**config.mk**
```make
export PLATFORM = sky130hd
export DESIGN_NAME = pointer_gesture_classifier_unit
export DESIGN_NICKNAME = d
export VERILOG_FILES = /design/src/rtl/pgc_pkg.sv /design/src/rtl/pointer_gesture_classifier_unit.sv
export SDC_FILE = /design/constraint.sdc
export NUM_CORES = 1
export LEC_CHECK = 0
export BUFFER_PORTS_ARGS = -buffer_cell sky130_fd_sc_hd__buf_2
export CAP_MARGIN = 40
export CORE_ASPECT_RATIO = 1.75
export CORE_UTILIZATION = 30
export DETAILED_ROUTE_END_ITERATION = 8
export PLACE_DENSITY_LB_ADDON = 0.3
export RECOVER_POWER = 50
export SYNTH_ARGS = -nofsm -noshare
export SYNTH_HDL_FRONTEND = slang
export SYNTH_SLANG_ARGS = --single-unit
```
**constraint.sdc**
```tcl
create_clock -name clk -period 11.7 [get_ports clk]
set_input_delay 1.17 -clock clk [delete_from_list [all_inputs] [get_ports clk]]
set_output_delay 1.17 -clock clk [all_outputs]
set_load 0.05 [all_outputs]
```
**src/rtl/pgc_pkg.sv**
```systemverilog
// Package with the shared types and constants of the pointer gesture classifier.
`default_nettype none

package pgc_pkg;

	// Configuration register indexes and their reset values.
	localparam int unsigned CFG_IDX_W = 2;
	localparam logic [CFG_IDX_W-1:0] REG_SINGLE_CLICK = 2'd0;
	localparam logic [CFG_IDX_W-1:0] REG_DOUBLE_CLICK = 2'd1;
	localparam logic [15:0] SINGLE_CLICK_RST = 16'd300;
	localparam logic [15:0] DOUBLE_CLICK_RST = 16'd200;

	// Pointer event kinds on the input.
	typedef enum logic [2:0] {
		KIND_TICK    = 3'd0,
		KIND_MOVE    = 3'd1,
		KIND_PRESS   = 3'd2,
		KIND_DRAG    = 3'd3,
		KIND_RELEASE = 3'd4
	} kind_t;

	// Gesture codes on the output.
	typedef enum logic [2:0] {
		G_CLICK_START = 3'd0,
		G_CLICK_END   = 3'd1,
		G_DBL_START   = 3'd2,
		G_DBL_END     = 3'd3,
		G_DRAG_START  = 3'd4,
		G_DRAGGING    = 3'd5,
		G_DRAG_END    = 3'd6,
		G_LONG_END    = 3'd7
	} gesture_t;

	// One result word as it waits in the output queue.
	typedef struct packed {
		logic [2:0]         gesture;
		logic signed [15:0] x;
		logic signed [15:0] y;
		logic [2:0]         button;
		logic               last;
	} result_t;

endpackage : pgc_pkg

`default_nettype wire

```
**src/rtl/pointer_gesture_classifier_unit.sv**
```systemverilog
// Pointer gesture classifier: input register, gesture logic and a two-word result queue.
// An input word goes through the input register, and its results through the result queue.
// Throughput: one input word per cycle when each causes at most one result; a press that
// forms a double click gives two result words, so it is taken only when the two-entry
// queue is empty or being emptied. The input stage stalls only when the queue lacks room.
// Reset (arst_n low, asynchronous) clears all gesture flags, times, held position and button
// and the queue, and loads the click thresholds with 300 ms and 200 ms.
`default_nettype none

module pointer_gesture_classifier_unit (
	input  wire logic                           clk,
	input  wire logic                           arst_n,
	// Configuration write port
	input  wire logic                           cfg_we,
	input  wire logic [pgc_pkg::CFG_IDX_W-1:0]  cfg_index,
	input  wire logic [15:0]                    cfg_data,
	// Input stream
	input  wire logic                           s_tvalid,
	output logic                                s_tready,
	input  wire logic [71:0]                    s_tdata,  // time_ms, x_pos, y_pos, button, zero fill
	input  wire logic [2:0]                     s_tuser,  // kind
	// Result stream
	output logic                                m_tvalid,
	input  wire logic                           m_tready,
	output logic [39:0]                         m_tdata,  // out_x, out_y, out_button, zero fill
	output logic [2:0]                          m_tuser,  // gesture
	output logic                                m_tlast
);

	// Configuration registers.
	logic [15:0] single_ms_q;
	logic [15:0] double_ms_q;

	always_ff @(posedge clk or negedge arst_n) begin
		if (!arst_n) begin
			single_ms_q <= pgc_pkg::SINGLE_CLICK_RST;
			double_ms_q <= pgc_pkg::DOUBLE_CLICK_RST;
		end else if (cfg_we) begin
			case (cfg_index)
				pgc_pkg::REG_SINGLE_CLICK: single_ms_q <= cfg_data;
				pgc_pkg::REG_DOUBLE_CLICK: double_ms_q <= cfg_data;
				default: ;
			endcase
		end
	end

	// Input register stage.
	logic               v_s1;
	logic [2:0]         kind_s1;
	logic [31:0]        time_s1;
	logic signed [15:0] x_s1;
	logic signed [15:0] y_s1;
	logic [2:0]         btn_s1;
	logic               fire;

	assign s_tready = !v_s1 || fire;

	always_ff @(posedge clk or negedge arst_n) begin
		if (!arst_n) begin
			v_s1 <= 1'b0;
		end else if (s_tready) begin
			v_s1 <= s_tvalid;
		end
	end

	always_ff @(posedge clk) begin
		if (s_tready && s_tvalid) begin
			kind_s1 <= s_tuser;
			time_s1 <= s_tdata[31:0];
			x_s1    <= s_tdata[47:32];
			y_s1    <= s_tdata[63:48];
			btn_s1  <= s_tdata[66:64];
		end
	end

	// Gesture state.
	logic               drag_q, dbl_q, await_q;
	logic [31:0]        press_time_q, release_time_q;
	logic signed [15:0] held_x_q, held_y_q;
	logic [2:0]         held_btn_q;

	logic               drag_d, dbl_d, await_d;
	logic [31:0]        press_time_d, release_time_d;
	logic signed [15:0] held_x_d, held_y_d;
	logic [2:0]         held_btn_d;
	logic [1:0]         nres;
	pgc_pkg::gesture_t  g0, g1;
	logic [31:0]        rel_dt, press_dt;

	assign rel_dt   = time_s1 - release_time_q;
	assign press_dt = time_s1 - press_time_q;

	// Classify the event and work out the next state.
	always_comb begin
		drag_d         = drag_q;
		dbl_d          = dbl_q;
		await_d        = await_q;
		press_time_d   = press_time_q;
		release_time_d = release_time_q;
		held_x_d       = held_x_q;
		held_y_d       = held_y_q;
		held_btn_d     = held_btn_q;
		nres           = 2'd0;
		g0             = pgc_pkg::G_CLICK_START;
		g1             = pgc_pkg::G_DBL_START;
		case (kind_s1)
			pgc_pkg::KIND_TICK: begin
				if (await_q && (rel_dt > {16'd0, double_ms_q})) begin
					await_d = 1'b0;
					g0      = pgc_pkg::G_CLICK_END;
					nres    = 2'd1;
				end
			end
			pgc_pkg::KIND_MOVE: begin
				held_x_d = x_s1;
				held_y_d = y_s1;
			end
			pgc_pkg::KIND_PRESS: begin
				held_x_d   = x_s1;
				held_y_d   = y_s1;
				held_btn_d = btn_s1;
				g0         = pgc_pkg::G_CLICK_START;
				nres       = 2'd1;
				// A second press inside the window after a real release forms a double click.
				if (await_q) begin
					if ((release_time_q != 32'd0) && (rel_dt < {16'd0, double_ms_q})) begin
						dbl_d = 1'b1;
						g1    = pgc_pkg::G_DBL_START;
						nres  = 2'd2;
					end
					await_d = 1'b0;
				end
				press_time_d = time_s1;
			end
			pgc_pkg::KIND_DRAG: begin
				held_x_d   = x_s1;
				held_y_d   = y_s1;
				held_btn_d = btn_s1;
				g0         = drag_q ? pgc_pkg::G_DRAGGING : pgc_pkg::G_DRAG_START;
				nres       = 2'd1;
				drag_d     = 1'b1;
			end
			pgc_pkg::KIND_RELEASE: begin
				held_x_d   = x_s1;
				held_y_d   = y_s1;
				held_btn_d = btn_s1;
				if (!drag_q) begin
					if (press_dt < {16'd0, single_ms_q}) begin
						if (!dbl_q) begin
							await_d = 1'b1;
						end else begin
							g0    = pgc_pkg::G_DBL_END;
							nres  = 2'd1;
							dbl_d = 1'b0;
						end
					end else begin
						g0   = pgc_pkg::G_LONG_END;
						nres = 2'd1;
					end
				end else begin
					drag_d = 1'b0;
					g0     = pgc_pkg::G_DRAG_END;
					nres   = 2'd1;
				end
				release_time_d = time_s1;
			end
			default: ;
		endcase
	end

	// Result queue of two words; the head is entry zero.
	pgc_pkg::result_t q_q [2];
	pgc_pkg::result_t q_d [2];
	pgc_pkg::result_t r0, r1;
	logic [1:0]       count_q, count_d, cnt_base;
	logic             pop;

	assign pop      = m_tvalid && m_tready;
	assign cnt_base = count_q - {1'b0, pop};
	assign fire     = v_s1 && (({1'b0, cnt_base} + {1'b0, nres}) <= 3'd2);

	assign r0 = '{gesture: g0, x: held_x_d, y: held_y_d, button: held_btn_d,
		last: (nres == 2'd1)};
	assign r1 = '{gesture: g1, x: held_x_d, y: held_y_d, button: held_btn_d, last: 1'b1};

	always_comb begin
		q_d[0]  = q_q[0];
		q_d[1]  = q_q[1];
		count_d = cnt_base;
		if (pop) begin
			q_d[0] = q_q[1];
		end
		if (fire) begin
			if (nres != 2'd0) begin
				q_d[cnt_base[0]] = r0;
			end
			if (nres == 2'd2) begin
				q_d[1] = r1;
			end
			count_d = cnt_base + nres;
		end
	end

	// State and queue control registers.
	always_ff @(posedge clk or negedge arst_n) begin
		if (!arst_n) begin
			drag_q         <= 1'b0;
			dbl_q          <= 1'b0;
			await_q        <= 1'b0;
			press_time_q   <= '0;
			release_time_q <= '0;
			held_x_q       <= '0;
			held_y_q       <= '0;
			held_btn_q     <= '0;
			count_q        <= '0;
		end else begin
			count_q <= count_d;
			if (fire) begin
				drag_q         <= drag_d;
				dbl_q          <= dbl_d;
				await_q        <= await_d;
				press_time_q   <= press_time_d;
				release_time_q <= release_time_d;
				held_x_q       <= held_x_d;
				held_y_q       <= held_y_d;
				held_btn_q     <= held_btn_d;
			end
		end
	end

	// Queue payload needs no reset.
	always_ff @(posedge clk) begin
		q_q[0] <= q_d[0];
		q_q[1] <= q_d[1];
	end

	// Master side outputs.
	assign m_tvalid = (count_q != 2'd0);
	assign m_tuser  = q_q[0].gesture;
	assign m_tlast  = q_q[0].last;
	assign m_tdata  = {5'd0, q_q[0].button, q_q[0].y, q_q[0].x};

	// The queue never holds more than two words.
	assert property (@(posedge clk) disable iff (!arst_n) count_q != 2'd3)
		else $error("result queue count out of range");

	// A pending single click and an active double click exclude each other.
	assert property (@(posedge clk) disable iff (!arst_n) !(await_q && dbl_q))
		else $error("awaiting second click while double click is active");

	// A processed press always leaves a result word waiting.
	assert property (@(posedge clk) disable iff (!arst_n)
		fire && (kind_s1 == pgc_pkg::KIND_PRESS) |=> m_tvalid)
		else $error("press produced no result");

	// A stalled input word stays in place until processed.
	assert property (@(posedge clk) disable iff (!arst_n)
		v_s1 && !fire |=> v_s1 && $stable(kind_s1) && $stable(time_s1))
		else $error("stalled input word was lost");

endmodule : pointer_gesture_classifier_unit

`default_nettype wire
```
==> flow_summary_export.csv <==
group,metric,value,unit
status,status,"complete, but fails checks",
status,failed_checks,"capacitance limit, slew limit",
worst_setup_path,critPathRequiredTime,10.53,ns
worst_setup_path,cp_slowest_cell,"a21boi_0",
sta,worst_clock_skew,0.0102,ns
sta,rsz0062_at_grt,"no",
finish,num_antenna_cells,0,
clock_tree,clock_path_buffers,3,
synth,synth.avg_cell_area,9.80,um^2
hold_path,hold_end,"held_x_q[11]",
synth,synthCells,1704,
placed_design,gp_congestion,0.902,
clock_tree,h-tree-depth,1,
sta,setup_tns,0,ns
synth,ys_ff_latch,285,
worst_setup_path,crit_type,"flop to output port",
detailed_routing,drtPass1Iterations,6,
worst_setup_path,critPathArrivalTime,7.59,ns
worst_setup_path,timing.rr.start,"time_s1[1]",
sta,worst_slew_pin_slew,4.45,ns
clock_tree,clkLatencyLatePin,0.58,ns
finish,n_fill_cell,5663,
sta,slew_headroom,-197,%
detailed_routing,ant_nets,0,
synth,ys_async_sr_fraction,48.1,%
clock_tree,clk_pin_slew_worst_paths,0.06,ns
detailed_routing,drt-initial-drc-count,626,
clock_tree,cts-hold-fix-buffers,0,
die,start_util,30.3,%
hold_path,hold_class,"flop to flop",
finish,area_growth,12.0,%
sta,finalHoldViolCount,0,
worst_setup_path,reg2reg_to,"q_q[0][2]",
sta,fmax,0.114,GHz
sta,min_period_over_period,74.9,%
clock_tree,cts_sinks,285,
run,cap_violations,2,
detailed_routing,viasPerCell,5.13,
worst_setup_path,max_stage_delay,0.51,ns
global_route,busiest_layer,"met2",
clock_tree,cts-root-buf,"clkbuf_16",
synth,yosysSeqAreaShare,44.9,%
detailed_routing,drt-wirelength-per-cell,18.8,um
worst_setup_path,critPathLaunch,"time_s1[1]",
worst_setup_path,r2r_cells,27,
detailed_routing,vias,12800,
clock_tree,post-cts-setup-buffers,0,
finish,drive_above_1_share,12.2,%
synth,synth-edff-count,109,
die,core_area,55100,um^2
sta,setup_viol,0,
worst_setup_path,critPathBufInv,4,
placed_design,portBuffers,133,
finish,layout.nets,1963,
clock_tree,cts_tree,"done",
global_route,use_met3,1.72,%
worst_setup_path,start_kind,"flop",
hold_path,hp-start,"held_x_q[11]",
die,num_io_pins,144,
synth,ys.flop_type,"dfrtp_1",
global_route,grt_pass1_wl,73.4,mm
global_route,grt_max_degree,75,
worst_setup_path,end_kind,"output port",
die,die_w,180,um
worst_setup_path,reg2reg_slack,3.19,ns
sta,drv_slew,134,
worst_setup_path,path_cells,"inv_1 > fa_1 > nor2b_1 > o2111ai_1 > a21boi_0 > o21bai_1 > nand2_1 > xor2_1 > ha_1 > a21oi_1 > o22ai_1 > a211oi_1 > nand3_1 > nor4b_1 > nand4_1 > nor4_1 > a2bb2oi_4 > buf_4 > inv_1 > ha_1 > fa_1 > a21oi_1 > nand2b_1 > buf_2",
die,die_area,56600,um^2
synth,yosys_warnings,0,
global_route,antenna_found_initial,0,
global_route,use_met1,16.9,%
global_route,grt_use_met2,32.5,%
worst_setup_path,cpLargestDelayFamily,"compound AO/OA/AOI/OAI gates",
die,dieHeight,314,um
hold_path,whs_path_depth,2,
clock_tree,cts_resized,0,
global_route,grt-ovfl-total,0,
sta,min_period,8.76,ns
global_route,track_usage,16.5,%
die,rows,114,
clock_tree,cts_buffers,30,
worst_setup_path,path_max_fanout,40,
global_route,grt_pass1_vias,13300,
placed_design,dp_hpwl,35.2,mm
synth,syn_area,16700,um^2
detailed_routing,drc,0,
synth,ys_types,85,
detailed_routing,totalWireLength,46.8,mm
[logic make-up after synthesis]
group | Yosys count | share of synthesized area, %
other | 1 | 0.0225
buffers and inverters | 237 | 6.55
AND/OR/NAND/NOR | 427 | 12.1
XOR/XNOR | 37 | 1.94
adder cells (fa/ha/maj) | 98 | 7.48
AO/OA/AOI/OAI | 452 | 16.7
flip-flops | 285 | 44.9
multiplexers | 167 | 10.4
[flip-flops by register name (all words and copies together) (netlist names), 32 cells and up]
register,cells
q_q,78
press_time_q,32
time_s1,32
release_time_q,32
[tightest hold or removal path: stages, from the launching register on]
cell and delay, ns:
dfrtp_1 0.34, nand2_1 0.04, o21ai_0 0.06
[worst max path at each step]
stage	depth (start not counted)	slack [ns]	to
4_1_cts	24	2.98	s_tready
3_5_place_dp	27	3.29	q_q[0][12]
3_3_place_gp	25	3.23	q_q[0][70]
5_1_grt	24	2.29	s_tready
6_report	24	2.94	s_tready
2_1_floorplan	25	3.78	q_q[0][39]
[Yosys cell counts (all sizes together), types with 9 or more instances]
cell type	n	share of area (%)
a21o	16	0.72
a21oi	131	4.0
a31oi	15	0.56
buf	57	2.5
clkbuf	66	1.5
dfrtp	130	19
dfxtp	39	4.7
edfxtp	109	20
ha	95	7.1
inv	114	2.6
mux2	51	3.4
mux2i	116	7.0
nand2	166	3.7
nand2b	9	0.34
nand3	18	0.54
nand4	32	1.2
nor2	101	2.3
nor2b	11	0.41
nor3	25	0.75
nor4	16	0.60
o211ai	9	0.40
o21a	17	0.76
o21ai	140	4.2
o22ai	39	1.5
xnor2	25	1.3
xor2	12	0.63
[metal layers]
metal	vias up	part of all wire, %
li1	6264	-
met1	6124	38
met2	282	54
met3	96	3.2
met4	0	5.0
met5	-	0
[final cells by class]
type	instances	area, um^2	area share (%)
repair buffers	150	757	4.05
well taps	696	871	4.66
clock inverters	15	166	0.890
flip-flops and latches	285	7490	40.1
inverters	114	428	2.29
multi-input cells	1186	8180	43.7
clock buffers	41	812	4.34
[through the flow]
step | hold slack, ns | worst slack, ns | instance area, um^2 | instances | util (%)
after global placement | 0.461 | 3.23 | 17700 | 2427 | 32.2
after CTS | 0.485 | 2.98 | 18800 | 2487 | 34.2
after global routing | 0.504 | 2.29 | 18700 | 2487 | 34.0
final | 0.478 | 2.94 | 18700 | 2487 | 34.0
after floorplan | 0.449 | 3.78 | 16700 | 1708 | -
after detailed placement | 0.470 | 3.29 | 17800 | 2431 | 32.4
[cells in the final DEF, fill, tap and decap left out, types with 11 or more instances in the layout]
cell       count
dfxtp_1       39
ha_1          94
clkbuf_1      62
nand2_1      164
clkbuf_16     30
o22ai_1       39
nor2b_1       11
o21a_1        17
a31oi_1       15
a21oi_1      128
buf_4         11
nand3_1       18
mux2i_1      116
edfxtp_1     109
xor2_1        12
xnor2_1       24
nand4_1       32
nor4_1        16
mux2_2        50
nor2_1       100
o21ai_0      132
inv_1        114
dfrtp_1      130
a21o_1        16
nor3_1        25
buf_2         84
Power is not shown: default switching activity piles up to over one toggle a cycle in this logic, so the estimate is an artifact.
